<file path="config.mk">
export PLATFORM = sky130hd
export DESIGN_NAME = sensor_answer_frame_receiver_core_flat
export DESIGN_NICKNAME = d
export VERILOG_FILES = /design/src/design/safr_pkg.sv /design/src/design/safr_in_if.sv /design/src/design/safr_out_if.sv /design/src/design/safr_parser.sv /design/src/design/safr_out_reg.sv /design/src/design/sensor_answer_frame_receiver_core.sv /design/src/flat_wrapper.sv
export SDC_FILE = /design/constraint.sdc
export NUM_CORES = 1
export LEC_CHECK = 0
export ABC_AREA = 0
export BUFFER_PORTS_ARGS = -buffer_cell sky130_fd_sc_hd__clkbuf_2
export CAP_MARGIN = 20
export CORE_AREA = 2 2 173 175
export DETAILED_ROUTE_END_ITERATION = 10
export DIE_AREA = 0 0 175 177
export PLACE_DENSITY = 0.55
export SYNTH_ARGS = -nofsm -noshare
export SYNTH_HDL_FRONTEND = slang
export SYNTH_HIERARCHICAL = 1
export SYNTH_SLANG_ARGS = --single-unit
</file>
<file path="constraint.sdc">
create_clock -name clk -period 4.13 [get_ports clk]
set_clock_uncertainty 0.2 [all_clocks]
set_input_delay 0.2065 -clock clk [delete_from_list [all_inputs] [get_ports clk]]
set_output_delay 0.2065 -clock clk [all_outputs]
set_load 0.005 [all_outputs]
</file>
<file path="src/design/safr_pkg.sv">
// Shared types and constants for the sensor answer frame receiver.
// No dependencies; the parser, result register, core and bench import this package.
package safr_pkg;

  localparam int SYNC_LEN      = 8;
  localparam int MIN_LEN       = 11;
  localparam int FIXED_BODY    = 10;
  localparam int CMD_FIRST     = 4;
  localparam int ERR_FIRST     = 6;

  localparam logic [7:0] HUNT_LIMIT_RESET = 8'd10;
  localparam logic [7:0] MAX_LENGTH_RESET = 8'd137;

  // Configuration register indexes
  localparam logic CFG_HUNT_LIMIT = 1'b0;
  localparam logic CFG_MAX_LENGTH = 1'b1;

  typedef enum logic [2:0] {
    PH_HUNT     = 3'd0,
    PH_LEN_HI   = 3'd1,
    PH_LEN_LO   = 3'd2,
    PH_HEAD_SUM = 3'd3,
    PH_BODY     = 3'd4
  } safr_phase_t;

  typedef enum logic [2:0] {
    ST_OK       = 3'd0,
    ST_HEAD_SUM = 3'd1,
    ST_LENGTH   = 3'd2,
    ST_TIMEOUT  = 3'd3,
    ST_BODY_SUM = 3'd4
  } safr_status_t;

  localparam logic KIND_PAYLOAD = 1'b0;
  localparam logic KIND_FINISH  = 1'b1;

  typedef struct packed {
    logic        kind;
    logic [7:0]  payload_byte;
    logic [7:0]  payload_index;
    logic [2:0]  status;
    logic [15:0] command;
    logic [31:0] device_error;
  } safr_result_t;

  typedef struct packed {
    logic [7:0] hunt_limit;
    logic [7:0] max_length;
  } safr_cfg_t;

  // Sync header byte at a given position
  function automatic logic [7:0] sync_byte(input logic [2:0] pos);
    logic [7:0] val;
    unique case (pos)
      3'd0: val = 8'hF1;
      3'd1: val = 8'h1F;
      3'd2: val = 8'hE2;
      3'd3: val = 8'h2E;
      3'd4: val = 8'hB6;
      3'd5: val = 8'h6B;
      3'd6: val = 8'hA8;
      default: val = 8'h8A;
    endcase
    return val;
  endfunction

endpackage

</file>
<file path="src/design/safr_in_if.sv">
// Input channel of the frame receiver: one received byte or a read failure.
// Depends on nothing.
interface safr_in_if;
  logic       valid;
  logic       ready;
  logic       mode;
  logic [7:0] rx_byte;

  modport source (output valid, output mode, output rx_byte, input ready);
  modport sink   (input valid, input mode, input rx_byte, output ready);
endinterface

</file>
<file path="src/design/safr_out_if.sv">
// Result channel of the frame receiver: payload bytes and frame endings.
// Depends on nothing.
interface safr_out_if;
  logic        valid;
  logic        ready;
  logic        kind;
  logic [7:0]  payload_byte;
  logic [7:0]  payload_index;
  logic [2:0]  status;
  logic [15:0] command;
  logic [31:0] device_error;

  modport source (output valid, output kind, output payload_byte, output payload_index,
                  output status, output command, output device_error, input ready);
  modport sink   (input valid, input kind, input payload_byte, input payload_index,
                  input status, input command, input device_error, output ready);
endinterface

</file>
<file path="src/design/safr_parser.sv">
// Frame state machine: header hunt, length, checksums and body fields.
// Depends on safr_pkg; updates its state once per accepted request.
module safr_parser
  import safr_pkg::*;
(
  input  logic         clk,
  input  logic         rst,
  input  logic         step,
  input  logic         mode,
  input  logic [7:0]   rx_byte,
  input  safr_cfg_t    cfg,
  output logic         res_valid,
  output safr_result_t res
);

  safr_phase_t phase, phase_next;
  logic [2:0]  hdr_pos, hdr_pos_next;
  logic [7:0]  hunt_count, hunt_count_next;
  logic [7:0]  running_sum, running_sum_next;
  logic [7:0]  bytes_remaining, bytes_remaining_next;
  logic [7:0]  body_position, body_position_next;
  logic [15:0] command_store, command_store_next;
  logic [31:0] error_store, error_store_next;

  logic         failed;
  logic [7:0]   sum_add;
  logic [7:0]   hunt_inc;
  logic         finish;
  safr_status_t fin_status;
  logic         emit;

  assign failed   = mode;
  assign sum_add  = running_sum + rx_byte;
  assign hunt_inc = (hunt_count == 8'hFF) ? hunt_count : hunt_count + 8'd1;

  // Next state and ending decision
  always_comb begin
    phase_next           = phase;
    hdr_pos_next         = hdr_pos;
    hunt_count_next      = hunt_count;
    running_sum_next     = running_sum;
    bytes_remaining_next = bytes_remaining;
    body_position_next   = body_position;
    command_store_next   = command_store;
    error_store_next     = error_store;
    finish               = 1'b0;
    fin_status           = ST_OK;
    emit                 = 1'b0;
    unique case (phase)
      PH_HUNT: begin
        if (!failed && rx_byte == sync_byte(hdr_pos)) begin
          running_sum_next = sum_add;
          hunt_count_next  = '0;
          hdr_pos_next     = hdr_pos + 3'd1;
          if (hdr_pos == 3'(SYNC_LEN - 1)) begin
            phase_next = PH_LEN_HI;
          end
        end else begin
          if (!failed) begin
            running_sum_next = '0;
            hdr_pos_next     = '0;
          end
          hunt_count_next = hunt_inc;
          if (hunt_inc >= cfg.hunt_limit) begin
            finish     = 1'b1;
            fin_status = ST_TIMEOUT;
          end
        end
      end
      PH_LEN_HI: begin
        if (failed) begin
          finish     = 1'b1;
          fin_status = ST_TIMEOUT;
        end else if (rx_byte != 8'd0) begin
          finish     = 1'b1;
          fin_status = ST_LENGTH;
        end else begin
          phase_next = PH_LEN_LO;
        end
      end
      PH_LEN_LO: begin
        if (failed || rx_byte < 8'(MIN_LEN) || rx_byte > cfg.max_length) begin
          finish     = 1'b1;
          fin_status = ST_LENGTH;
        end else begin
          running_sum_next     = sum_add;
          bytes_remaining_next = rx_byte;
          phase_next           = PH_HEAD_SUM;
        end
      end
      PH_HEAD_SUM: begin
        if (failed || sum_add != 8'd0) begin
          finish     = 1'b1;
          fin_status = ST_HEAD_SUM;
        end else begin
          running_sum_next   = '0;
          body_position_next = '0;
          phase_next         = PH_BODY;
        end
      end
      PH_BODY: begin
        if (failed) begin
          finish     = 1'b1;
          fin_status = ST_TIMEOUT;
        end else if (bytes_remaining <= 8'd1) begin
          finish     = 1'b1;
          fin_status = (sum_add == 8'd0) ? ST_OK : ST_BODY_SUM;
        end else begin
          running_sum_next     = sum_add;
          bytes_remaining_next = bytes_remaining - 8'd1;
          body_position_next   = body_position + 8'd1;
          if (body_position >= 8'(FIXED_BODY)) begin
            emit = 1'b1;
          end else if (body_position >= 8'(ERR_FIRST)) begin
            error_store_next = {error_store[23:0], rx_byte};
          end else if (body_position >= 8'(CMD_FIRST)) begin
            command_store_next = {command_store[7:0], rx_byte};
          end
        end
      end
      default: begin
        phase_next = PH_HUNT;
      end
    endcase
    // Drop the whole frame after an ending or an unknown phase
    if (finish || phase_next == PH_HUNT && phase != PH_HUNT) begin
      phase_next           = PH_HUNT;
      hdr_pos_next         = '0;
      hunt_count_next      = '0;
      running_sum_next     = '0;
      bytes_remaining_next = '0;
      body_position_next   = '0;
      command_store_next   = '0;
      error_store_next     = '0;
    end
  end

  // Result for this request
  always_comb begin
    res_valid         = step && (finish || emit);
    res.kind          = finish ? KIND_FINISH : KIND_PAYLOAD;
    res.payload_byte  = finish ? 8'd0 : rx_byte;
    res.payload_index = finish ? 8'd0 : body_position - 8'(FIXED_BODY);
    res.status        = finish ? fin_status : ST_OK;
    res.command       = finish ? command_store : 16'd0;
    res.device_error  = finish ? error_store : 32'd0;
  end

  // Advance the frame state on each accepted request
  always_ff @(posedge clk) begin
    if (rst) begin
      phase           <= PH_HUNT;
      hdr_pos         <= '0;
      hunt_count      <= '0;
      running_sum     <= '0;
      bytes_remaining <= '0;
      body_position   <= '0;
      command_store   <= '0;
      error_store     <= '0;
    end else if (step) begin
      phase           <= phase_next;
      hdr_pos         <= hdr_pos_next;
      hunt_count      <= hunt_count_next;
      running_sum     <= running_sum_next;
      bytes_remaining <= bytes_remaining_next;
      body_position   <= body_position_next;
      command_store   <= command_store_next;
      error_store     <= error_store_next;
    end
  end

endmodule

</file>
<file path="src/design/safr_out_reg.sv">
// Result register between the frame state machine and the result channel.
// Depends on safr_pkg and safr_out_if.
module safr_out_reg
  import safr_pkg::*;
(
  input  logic              clk,
  input  logic              rst,
  input  logic              load,
  input  safr_result_t      res,
  output logic              free,
  safr_out_if.source        out_ch
);

  logic         full;
  safr_result_t held;

  // Accept a new result when empty or when the held one leaves this cycle
  assign free = !full || out_ch.ready;

  always_ff @(posedge clk) begin
    if (rst) begin
      full <= 1'b0;
    end else if (free) begin
      full <= load;
    end
  end

  // Hold payload until taken
  always_ff @(posedge clk) begin
    if (free && load) begin
      held <= res;
    end
  end

  assign out_ch.valid         = full;
  assign out_ch.kind          = held.kind;
  assign out_ch.payload_byte  = held.payload_byte;
  assign out_ch.payload_index = held.payload_index;
  assign out_ch.status        = held.status;
  assign out_ch.command       = held.command;
  assign out_ch.device_error  = held.device_error;

endmodule

</file>
<file path="src/design/sensor_answer_frame_receiver_core.sv">
// Sensor answer frame receiver: one byte or read failure per request.
// A result is registered and shown in the cycle after the request that causes it.
// Throughput: one request per cycle, as the state updates on each accepted request;
// a new request is taken whenever the result register is empty or drained.
// Reset (synchronous, rst high): frame state cleared, hunt_limit 10, max_length 137.
// Depends on safr_pkg, safr_in_if, safr_out_if, safr_parser, safr_out_reg.
module sensor_answer_frame_receiver_core
  import safr_pkg::*;
(
  input  logic       clk,
  input  logic       rst,
  input  logic       cfg_we,
  input  logic       cfg_index,
  input  logic [7:0] cfg_data,
  safr_in_if.sink    in_ch,
  safr_out_if.source out_ch
);

  safr_cfg_t    cfg;
  safr_result_t res;
  logic         res_valid;
  logic         free;
  logic         step;

  // Configuration registers
  always_ff @(posedge clk) begin
    if (rst) begin
      cfg.hunt_limit <= HUNT_LIMIT_RESET;
      cfg.max_length <= MAX_LENGTH_RESET;
    end else if (cfg_we) begin
      unique case (cfg_index)
        CFG_HUNT_LIMIT: cfg.hunt_limit <= cfg_data;
        CFG_MAX_LENGTH: cfg.max_length <= cfg_data;
        default: ;
      endcase
    end
  end

  assign in_ch.ready = free;
  assign step        = in_ch.valid && free;

  safr_parser u_parser (
    .clk       (clk),
    .rst       (rst),
    .step      (step),
    .mode      (in_ch.mode),
    .rx_byte   (in_ch.rx_byte),
    .cfg       (cfg),
    .res_valid (res_valid),
    .res       (res)
  );

  safr_out_reg u_out_reg (
    .clk    (clk),
    .rst    (rst),
    .load   (res_valid),
    .res    (res),
    .free   (free),
    .out_ch (out_ch)
  );

endmodule

</file>
<file path="src/flat_wrapper.sv">
// flat-port wrapper written by rule: the top's interface ports become plain ports
module sensor_answer_frame_receiver_core_flat import safr_pkg::*;
  (clk, rst, cfg_we, cfg_index, cfg_data, in_ch_valid, in_ch_mode, in_ch_rx_byte, in_ch_ready, out_ch_valid, out_ch_kind, out_ch_payload_byte, out_ch_payload_index, out_ch_status, out_ch_command, out_ch_device_error, out_ch_ready);
  safr_in_if in_ch_i ();
  safr_out_if out_ch_i ();
  input  logic clk;
  input  logic rst;
  input  logic cfg_we;
  input  logic cfg_index;
  input  logic [7:0] cfg_data;
  input wire logic [$bits(in_ch_i.valid)-1:0] in_ch_valid;
  input wire logic [$bits(in_ch_i.mode)-1:0] in_ch_mode;
  input wire logic [$bits(in_ch_i.rx_byte)-1:0] in_ch_rx_byte;
  output wire logic [$bits(in_ch_i.ready)-1:0] in_ch_ready;
  output wire logic [$bits(out_ch_i.valid)-1:0] out_ch_valid;
  output wire logic [$bits(out_ch_i.kind)-1:0] out_ch_kind;
  output wire logic [$bits(out_ch_i.payload_byte)-1:0] out_ch_payload_byte;
  output wire logic [$bits(out_ch_i.payload_index)-1:0] out_ch_payload_index;
  output wire logic [$bits(out_ch_i.status)-1:0] out_ch_status;
  output wire logic [$bits(out_ch_i.command)-1:0] out_ch_command;
  output wire logic [$bits(out_ch_i.device_error)-1:0] out_ch_device_error;
  input wire logic [$bits(out_ch_i.ready)-1:0] out_ch_ready;
  assign in_ch_i.valid = in_ch_valid;
  assign in_ch_i.mode = in_ch_mode;
  assign in_ch_i.rx_byte = in_ch_rx_byte;
  assign in_ch_ready = in_ch_i.ready;
  assign out_ch_valid = out_ch_i.valid;
  assign out_ch_kind = out_ch_i.kind;
  assign out_ch_payload_byte = out_ch_i.payload_byte;
  assign out_ch_payload_index = out_ch_i.payload_index;
  assign out_ch_status = out_ch_i.status;
  assign out_ch_command = out_ch_i.command;
  assign out_ch_device_error = out_ch_i.device_error;
  assign out_ch_i.ready = out_ch_ready;
  sensor_answer_frame_receiver_core u_core (.clk(clk), .rst(rst), .cfg_we(cfg_we), .cfg_index(cfg_index), .cfg_data(cfg_data), .in_ch(in_ch_i), .out_ch(out_ch_i));
endmodule
</file>
==> After elaboration in Yosys (flattened, before gate mapping) <==
Cells that the tools add are included.
{ "classes": {"eq_ne": 23, "reduce_logical": 36, "muxes": 72, "add_sub_neg": 6, "bitwise_logic": 1, "magnitude_cmp": 7} }
{ "ops": {"columns": ["op", "count"], "rows": [
  ["$mux 32", 6],
  ["$mux 8", 19],
  ["$mux 16", 7],
  ["$pmux 8 s7", 1],
  ["$mux 3", 14],
  ["$pmux 8 s2", 2],
  ["$pmux 8 s4", 1],
  ["$pmux 3 s5", 2],
  ["$add 8x1->8 const B", 2],
  ["$ge 8x3->1 const B", 2],
  ["$reduce_bool 8->1", 2],
  ["$eq 3x3->1 const B", 5],
  ["$mux 1", 14],
  ["$reduce_and 7->1", 2],
  ["$eq 3x2->1 const B", 4],
  ["$ne 3x3->1 const B", 4],
  ["$mux 2", 5],
  ["$reduce_and 5->1", 2],
  ["$logic_not 3->1", 3],
  ["$reduce_bool 3->1", 3],
  ["$add 8x8->8", 1],
  ["$eq 8x8->1", 1],
  ["$eq 8x8->1 const B", 1],
  ["$ge 8x4->1 const B", 1],
  ["other kinds (22)", 41]
]} }
{ "word_totals": {"input_bits": 23, "ff_bits": 171, "out_inout_bits": 70, "word_cells": 162} }

==> Longest topological paths before layout <==
Gate-level depths: netlist of run 1.
{ "depth": {"depth_word": 12, "ltp_mapped": 20, "mapped_depth_nobuf": 18} }

==> Hierarchy <==
The synthesis of run 1 kept the hierarchy.
{ "modules_own_cells": {"columns": ["mod", "cells_per_inst", "area_per_inst_um2", "instances", "seq_area_each_um2"], "rows": [
  ["safr_parser", 743, 5871.9, 1, 1721.7],
  ["safr_out_reg", 73, 2097.0, 1, 2062.0],
  ["sensor_answer_frame_receiver_core", 68, 700.7, 1, 320.3]
]} }

==> Least setup slack after synthesis of run 1 <==
Ideal clock, no wire load.
{ "synth_timing": {"path_type": "register to register", "start": "reg u_core.u_parser.hunt_count[0]", "end": "reg u_core.u_out_reg.held (netlist bit u_core/u_out_reg/out_ch.command[0]), enable pin", "stages_incl_launch_ff": 17, "arrival_ns": 3.760, "setup_time_ns": 0.378, "period_less_slack_ns": 4.338, "t_required_ns": 3.552, "setup_slack_ns": -0.208, "n_path_buf": 2, "cell_sequence": "dfxtp_1 -> ha_1 -> nand2_1 -> nor2_1 -> nand2_1 -> mux2_2 -> ha_1 -> a21o_1 -> a211oi_1 -> o31a_1 -> a211oi_2 -> or4_4 -> buf_2 -> clkbuf_1 -> a21oi_1 -> nor2b_1 -> and2_4"} }
{ "synth_via": {"elab_chain_cells": 9, "elab_cells_between_ends": 10, "classes_between": "1 x add/sub; 1 x order compare; 1 x eq/ne; 4 x mux; 3 x reduce/logical"} }
{ "synth_lines": {"columns": ["item", "line_no", "source"], "rows": [
  ["start: declaration", "safr_parser.sv:18", "logic [7:0] hunt_count, hunt_count_next;"],
  ["start signal: assignment", "safr_parser.sv:163", "hunt_count <= hunt_count_next;"],
  ["$add 8x1->8 / $eq 8x8->1 (equally long branches)", "safr_parser.sv:34", "assign hunt_inc = (hunt_count == 8'hFF) ? hunt_count : hunt_count + 8'd1;"],
  ["$mux 8 *", "safr_parser.sv:34", null],
  ["$ge 8x8->1 *", "safr_parser.sv:64", "if (hunt_inc >= cfg.hunt_limit) begin"],
  ["$mux 1 *", "safr_parser.sv:64", null],
  ["$mux 1 *", "safr_parser.sv:51", "if (!failed && rx_byte == sync_byte(hdr_pos)) begin"],
  ["$pmux 1 s5 *", "safr_parser.sv:49", "unique case (phase)"],
  ["$logic_or 1x1->1 *", "safr_parser.sv:140", "res_valid = step && (finish || emit);"],
  ["$logic_and 1x1->1 *", "safr_parser.sv:140", null],
  ["via u_core.res_valid", "sensor_answer_frame_receiver_core.sv:21", "logic res_valid;"],
  ["$logic_and 1x1->1 *", "safr_out_reg.sv:30", "if (free && load) begin"],
  ["end signal: assignment", "safr_out_reg.sv:31", "held <= res;"],
  ["end: declaration", "safr_out_reg.sv:15", "safr_result_t held;"]
]} }
Mark *: on every way through the listed nets, which the timed path passes. The rest lies on a longest branch.
A chain may end at the register's enable or synchronous reset.

==> Worst setup path after layout of run 1 <==
{ "layout_timing": {"start": "reg u_core.u_parser.hunt_count[1]", "end": "reg u_core.u_parser.command_store[13]"} }
{ "layout_via": {"elab_chain_cells": 9, "elab_cells_between_ends": 16, "classes_between": "1 x add/sub; 1 x order compare; 5 x eq/ne; 5 x mux; 4 x reduce/logical"} }
{ "layout_lines": {"columns": ["item", "line_no", "source"], "rows": [
  ["$add 8x1->8 / $eq 8x8->1 (equally long branches)", "safr_parser.sv:34", null],
  ["$mux 8 *", "safr_parser.sv:34", null],
  ["$ge 8x8->1 *", "safr_parser.sv:64", null],
  ["$mux 1 *", "safr_parser.sv:64", null],
  ["$mux 1 *", "safr_parser.sv:51", null],
  ["$pmux 1 s5 *", "safr_parser.sv:49", null],
  ["$logic_or 1x1->1 *", "safr_parser.sv:126", "if (finish || phase_next == PH_HUNT && phase != PH_HUNT) begin"],
  ["$ne 2x1->1 (no source line) / $reduce_bool 2->1 (equally long branches)", null, null],
  ["$reduce_and 7->1 (no source line)", null, null],
  ["end signal: assignment", "safr_parser.sv:167", "command_store <= command_store_next;"],
  ["end: declaration", "safr_parser.sv:22", "logic [15:0] command_store, command_store_next;"]
]} }
Every way passes the cells marked *; elsewhere a longest branch is shown, timed or not.

==> results of run 1 <==
critical path, stage by stage (launching register included):
cell	delay (ns)
dfxtp_4	0.37
ha_4	0.14
nand2_2	0.07
nor2_2	0.12
nand2_2	0.11
nand2b_4	0.10
nor2_2	0.04
xor2_1	0.16
ha_1	0.32
a21o_1	0.19
a21o_1	0.18
a21oi_2	0.14
o31a_1	0.27
a211oi_4	0.08
or4_4	0.63
buf_6	0.17
o41ai_4	0.19
buf_4	0.20
clkbuf_16	0.15
a22o_1	0.11
placed cells by master (no fill, tap or decap), types with 37 or more instances in the layout:
cell type,count
clkbuf_2,92
nor2_1,61
and2_1,52
dfxtp_1,100
nand2_1,52
inv_1,63
or3_1,42
ha_1,37
edfxtp_1,68
a21oi_1,56
registers in the layout (all words and copies together) (netlist names):
register	cells
u_core/u_out_reg/out_ch.status	3
u_core/u_out_reg/out_ch.kind	1
u_core/u_parser/running_sum	8
u_core/u_parser/command_store	16
u_core/u_out_reg/out_ch.payload_index	8
u_core/u_parser/error_store	32
u_core/cfg	16
u_core/u_out_reg/out_ch.payload_byte	8
u_core/u_parser/hunt_count	8
u_core/u_out_reg/out_ch.valid	1
u_core/u_parser/bytes_remaining	8
u_core/u_parser/hdr_pos	3
u_core/u_parser/phase	3
u_core/u_out_reg/out_ch.command	16
u_core/u_out_reg/out_ch.device_error	32
u_core/u_parser/body_position	8
layout make-up:
cell class	instances	area (µm²)	area share [%]
clock buffer	19	443	4.18
clock inverter	13	154	1.45
inverter	64	240	2.27
multi-input combinational	597	4150	39.2
sequential	171	4110	38.8
tap	390	488	4.61
timing repair buffer	146	1010	9.51
power by group through the flow:
stage | registers, mW | clock network [mW] | logic (mW)
3_3_place_gp | 1.81 | 0 | 0.238
5_1_grt | 1.78 | 1.77 | 0.296
6_report | 1.78 | 1.66 | 0.267
4_1_cts | 1.77 | 1.70 | 0.253
2_1_floorplan | 1.81 | 0 | 0.157
3_5_place_dp | 1.81 | 0 | 0.241
worst min-delay path by stage:
stage,startpoint,endpoint,slack [ns],cells after the start
6_report,in_ch_rx_byte[5],u_core/u_parser/command_store[5],0.01,2
4_1_cts,cfg_we,u_core/cfg[1],0.002,3
2_1_floorplan,rst,u_core/u_out_reg/out_ch.valid,0.07,1
3_5_place_dp,u_core/u_parser/error_store[30],u_core/u_parser/error_store[30],0.24,2
3_3_place_gp,u_core/u_parser/error_store[31],u_core/u_parser/error_store[31],0.24,2
5_1_grt,in_ch_rx_byte[5],u_core/u_parser/command_store[5],0.02,2
through the flow:
step           utilization, %  cell area, µm²  cells  TNS, ns
4_1_cts                  35.6           10400   1388        0
5_1_grt                  36.2           10600   1400   -0.718
3_5_place_dp             33.0            9640   1340        0
3_3_place_gp             33.0            9640   1340        0
6_report                 36.2           10600   1400        0
2_1_floorplan               -            8680    884        0
logic make-up after synthesis:
kind of cell / synth area share (%)
adders and majority gates: 5.72
buffers and inverters: 5.63
muxes: 1.80
xor gates and xnor gates: 2.32
and+or+nand+nor: 22.4
AOI/OAI and AO/OA: 14.8
DFF: 47.3
timing repair:
action | CTS | global route
setup endpoints to repair | 0 | 182
endpoints found under the hold margin | 21 | 0
resized for setup | 0 | 18
buffers inserted | 0 | 10
hold buffers | 16 | 0
routing by layer:
metal | wire (µm) | part of all wire, %
met5 | 0 | 0
met4 | 269 | 1.3
met3 | 639 | 3.0
met2 | 10000 | 47
met1 | 10300 | 48
synth_stat cells, drive strengths merged (27+ instances only):
library cell | instances | area (µm²)
a22o | 27 | 236
a21oi | 59 | 299
nor2 | 63 | 236
inv | 64 | 240
and2 | 54 | 343
dfxtp | 103 | 2060
ha | 38 | 475
nand2b | 31 | 201
edfxtp | 68 | 2040
clkbuf | 33 | 124
nand2 | 54 | 203
or3 | 43 | 269
==> summary.md, run 1 <==
| Metric | Value |
|---|---|
| Run status | complete, no violations |
| Clk_lat worst skew | 0.43 ns |
| CTS buffer count | 17 |
| FFs w/ async S/R, synth | 0% |
| Flop pwr share | 47.9% |
| Yosys warns | 6 |
| Post-synthesis sequential area ratio | 47.3% |
| H-tree depth | 4 |
| Peak VDD IR | 0.194 mV |
| Count of flip-flops with a built-in enable after synthesis | 68 |
| Worst-margin pin slew | 1.07 ns |
| Antenna viol nets, final | 0 |
| LEAKAGE | 4.09 nW |
| Final period util | 96.9% |
| CP max FO | 8 |
| Psw | 0.899 mW |
| Max Fclk | 250 MHz |
| Comb power frac | 7.2% |
| Setup CP Type | flip-flop to flip-flop |
| Fillers | 2935 |
| Switching Share | 24.3% |
| Int Pwr | 2.80 mW |
| Max-cap violation count | 0 |
| Netlist cell types | 75 |
| Met2 Track Usage GR | 22.3% |
| GR Util met1 | 18.5% |
| P per Cell Area | 350 mW/mm² |
| Yosys reg bits | 171 |
| Design Power | 3.70 mW |
| Synth Flop Type | dfxtp_1 |
| Synthesized netlist net count | 946 |
| Critical path launch point type | flip-flop |
| Critical Path AT | 4.17 ns |
| Clock sinks | 171 |
| Global-route wire length before repair | 33700 µm |
| Syn Area/Cell | 9.81 µm² |
| CTS root buffer | clkbuf_16 |
| Routability congestion estimate from global placement | 0.804 |
| Io pins | 93 |
| Detailed placer's ending HPWL | 14500 µm |
| Die area | 0.0310 mm² |
| GRT busiest layer | met2 |
| Flop2flop setup slack | 0.13 ns |
| Initial DRC Count | 495 |
| Syn Inst Count | 884 |
| Nets | 1059 |
| Start point of the critical path | u_core/u_parser/hunt_count[1] |
| Vias in the first global route | 6390 |
| # diodes | 0 |
| Worst path required time | 4.30 ns |
| Routed vias | 6659 |
| Hold WS | 0.0140 ns |
| Area growth syn-to-layout | 22.2% |
| Clk buf depth | 2 |
| DRC viols | 0 |
| Slew Limit Fails | 0 |
| Final setup fails | 0 |
| R2R cell count | 19 |
| Final Hold Fails | 0 |
| Initial Utilization | 29.6% |
| DP Worst Slack | 0.0274 ns |
| Setup slack after layout | 0.128 ns |
| Core Rows | 63 |
| Slew HR | 28.4% |
| Via-to-Cell Ratio | 4.76 |
| CTS tree | built |
| Final WL | 21200 µm |
| Clk pwr share | 44.9% |
| Min Clock Period, post-route | 4.00 ns |
| Core ar. | 0.0292 mm² |
| # port buffers | 92 |
| Largest net degree at the start of global routing | 65 |
| First-pass iteration count of the detailed router | 7 |
| FF-to-FF End | u_core/u_parser/command_store[13] |
| Worst r2r src | u_core/u_parser/hunt_count[1] |
| Share of cells above drive strength 1 | 20.0% |
| Routing usage on met3 | 2.41% |
| GRT Util Overall | 13.6% |
| Die X | 175 µm |
| Worst Hold Class | input port to flip-flop |
| Die Ht | 177 µm |
| Cell area after synthesis | 0.00867 mm² |
| Initial antenna violation count | 0 |
| Crit path to | u_core/u_parser/command_store[13] |
| CP endpoint kind | flip-flop |
| Clk pin slew, worst setup/hold paths | 0.07 ns |
| Gr ovfl total | 0 |
| Routed WL per cell | 15.2 µm |
No activity file was read; power rests on OpenSTA's default activity.
==> run 2, diff against run 1 <==
--- a/config.mk
+++ b/config.mk
@@ -9,7 +9,7 @@
 export BUFFER_PORTS_ARGS = -buffer_cell sky130_fd_sc_hd__clkbuf_2
 export CAP_MARGIN = 20
-export CORE_AREA = 2 2 173 175
+export CORE_AREA = 2 2 223 137
 export DETAILED_ROUTE_END_ITERATION = 10
-export DIE_AREA = 0 0 175 177
+export DIE_AREA = 0 0 225 139
 export PLACE_DENSITY = 0.55
 export SYNTH_ARGS = -nofsm -noshare
==> constraint.sdc (replaced) <==
create_clock -name clk -period 4.13 [get_ports clk]
set_clock_uncertainty 0.2 [all_clocks]
set_input_delay 1.239 -clock clk [delete_from_list [all_inputs] [get_ports clk]]
set_output_delay 1.239 -clock clk [all_outputs]
set_load 0.005 [all_outputs]
==> run 2 against run 1 <==
- cell area is 3.4% higher
- clock power hardly changed
- die area is 0.97% higher
- flip-flop and latch count stayed put
- via count is 2.9% higher
- maximum frequency is 2.1% lower
- final cell count is 1.9% higher
==> summary.md, run 2 (synthesized netlist as in run 1, its figures left out) <==
| Metric | Value |
|---|---|
| Most frequent cells in the layout | 98 x dfxtp_1, 91 x clkbuf_2, 72 x buf_4, 68 x edfxtp_1, 63 x inv_1 (was 100 x dfxtp_1, 92 x clkbuf_2, 68 x edfxtp_1, 63 x inv_1, 61 x nor2_1) |
| LEAKAGE | 4.31 nW (was 4.09 nW) |
| CTS buffer count | 17 (unchanged) |
| Crit path largest cell delay | 0.56 ns (was 0.63 ns) |
| DP Worst Slack | -0.397 ns (was 0.0274 ns) |
| Clock sinks | 171 (unchanged) |
| CTS tree | built (unchanged) |
| Setup CP Type | input port to flip-flop (was flip-flop to flip-flop) |
| Core Rows | 49 (was 63) |
| Routed vias | 6849 (was 6659) |
| Min Clock Period, post-route | 4.09 ns (was 4.00 ns) |
| Antenna viol nets, final | 0 (unchanged) |
| # diodes | 0 (unchanged) |
| CP cell instances | buf_6 -> ha_4 -> fa_2 -> a211oi_2 -> nor4b_2 -> nor3b_2 -> and4b_1 -> a21oi_4 -> or4_4 -> buf_8 -> o41ai_4 -> buf_4 -> clkbuf_16 -> a22o_1 (was ha_4 -> nand2_2 -> nor2_2 -> nand2_2 -> nand2b_4 -> nor2_2 -> xor2_1 -> ha_1 -> a21o_1 -> a21o_1 -> a21oi_2 -> o31a_1 -> a211oi_4 -> or4_4 -> buf_6 -> o41ai_4 -> buf_4 -> clkbuf_16 -> a22o_1) |
| DRC viols | 0 (unchanged) |
| CP max FO | 8 (unchanged) |
| Setup slack after layout | 0.0400 ns (was 0.128 ns) |
| H-tree depth | 4 (unchanged) |
| Detailed placer's ending HPWL | 16200 µm (was 14500 µm) |
| Routability congestion estimate from global placement | 0.837 (was 0.804) |
| Final setup fails | 0 (unchanged) |
| Reg area | 0.00411 mm² (unchanged) |
| Run status | complete, no violations (unchanged) |
| Max-cap violation count | 0 (unchanged) |
| Hold WS | 0.254 ns (was 0.0140 ns) |
| Global-route wire length before repair | 35600 µm (was 33700 µm) |
| Die Ht | 139 µm (was 177 µm) |
| Peak VDD IR | 0.180 mV (was 0.194 mV) |
| Gr ovfl total | 0 (unchanged) |
| Slew HR | 43.6% (was 28.4%) |
| Routed WL per cell | 15.8 µm (was 15.2 µm) |
| Area growth syn-to-layout | 26.3% (was 22.2%) |
| CP endpoint kind | flip-flop (unchanged) |
| Slew Limit Fails | 0 (unchanged) |
| Area post-placement | 0.0102 mm² (was 0.00964 mm²) |
| Die X | 225 µm (was 175 µm) |
| Nets | 1094 (was 1059) |
| Final Hold Fails | 0 (unchanged) |
| Clk buf depth | 2 (unchanged) |
| Design area | 0.0109 mm² (was 0.0106 mm²) |
| Cts hold-fix bufs | 0 (was 16) |
| Crit path max-delay cell type | or4_4 (unchanged) |
| Critical path launch point type | input port (was flip-flop) |
| Initial antenna violation count | 0 (unchanged) |
| Share of cells above drive strength 1 | 24.6% (was 20.0%) |
| Vias in the first global route | 6484 (was 6390) |
| Utilization after layout | 37.3% (was 36.2%) |
| Commonest non-fill, non-tap cell in the layout | dfxtp_1 (unchanged) |
| First-pass iteration count of the detailed router | 5 (was 7) |
| Core ar. | 0.0294 mm² (was 0.0292 mm²) |
| # port buffers | 92 (unchanged) |
| Via-to-Cell Ratio | 4.80 (was 4.76) |
| Setup TNS | 0 ns (unchanged) |
| Die area | 0.0313 mm² (was 0.0310 mm²) |
| Final period util | 99.0% (was 96.9%) |
| Worst path required time | 4.33 ns (was 4.30 ns) |
| Clk_lat worst skew | 0.45 ns (was 0.43 ns) |
| GRT Util Overall | 14.6% (was 13.6%) |
| Largest net degree at the start of global routing | 55 (was 65) |
| P per Cell Area | 339 mW/mm² (was 350 mW/mm²) |
| Worst Hold Class | flip-flop to flip-flop (was input port to flip-flop) |
| Final WL | 22500 µm (was 21200 µm) |
| Fillers | 2940 (was 2935) |
| Worst-margin pin slew | 0.845 ns (was 1.07 ns) |
| Io pins | 93 (unchanged) |
| CTS root buffer | clkbuf_16 (unchanged) |
| Max Fclk | 245 MHz (was 250 MHz) |
| Initial DRC Count | 508 (was 495) |
| Critical Path AT | 4.29 ns (was 4.17 ns) |
| Clk pin slew, worst setup/hold paths | 0.07 ns (about the same) |
| Area of the multi-input gates | 0.00419 mm² (was 0.00415 mm²) |
| Initial Utilization | 29.5% (was 29.6%) |
[run 2: cell count changes in the layout (fill, tap and decap cells not counted), sizes merged]
cell / change
buf: +53
bufinv: -1
clkbuf: -1
clkinv: -1
clkinvlp: -1
dlygate4sd3: -16
inv: +2
[run 2: power breakdown]
group / internal [mW] / leakage [nW] / switching [mW]
Combinational: 0.130 / 2.56 / 0.159
Sequential: 1.76 / 1.46 / 0.0122
Clock: 0.897 / 0.292 / 0.752
Total: 2.79 / 4.31 / 0.924
[run 2: worst paths after layout]
| check | from | end | slack [ns] | cells after the start |
|---|---|---|---|---|
| worst max-delay path | in_ch_rx_byte[0] | u_core/u_parser/command_store[6] | 0.04 | 14 |
| worst min-delay path | u_core/u_parser/error_store[25] | u_core/u_parser/error_store[25] | 0.25 | 2 |
| worst max register to register | u_core/u_parser/hunt_count[0] | u_core/u_parser/command_store[6] | 0.13 | 19 |
| worst min register to register | u_core/u_parser/error_store[25] | u_core/u_parser/error_store[25] | 0.25 | 2 |
[run 2: final cells by class]
cell class                 count  area share, %
timing repair buffer         181           12.1
sequential                   171           37.5
inverter                      64           2.19
multi-input combinational    597           38.3
clock buffer                  20           4.18
tap                          382           4.37
clock inverter                12           1.30
[run 2: through the flow]
step                power (mW)  std cells
finish                    3.72       1427
global route              3.86       1427
CTS                       3.75       1417
detailed placement        2.09       1385
global placement          2.08       1385
floorplan                 1.97        884
[run 2: per-layer routing]
layer | part of all wire [%] | GRT usage, % | wire length [µm] | vias to the layer above
met1 | 55 | 22.7 | 12300 | 3227
met5 | 0 | 0 | 0 | -
met2 | 39 | 19.3 | 8750 | 172
met4 | 1.4 | 4.46 | 321 | 0
met3 | 5.2 | 3.83 | 1160 | 22
li1 | - | - | - | 3428
[run 2: critical path, delay by kind of cell]
kind	cells	cell delay (ns)
AOI/OAI and AO/OA	4	0.82
adders and majority gates	2	0.50
and+or+nand+nor	4	1.12
buffers and inverters	4	0.60
[run 2: timing repair]
action                     CTS  global route
buffers inserted             0             9
setup endpoints to repair    0           149
gates resized for setup      0            22
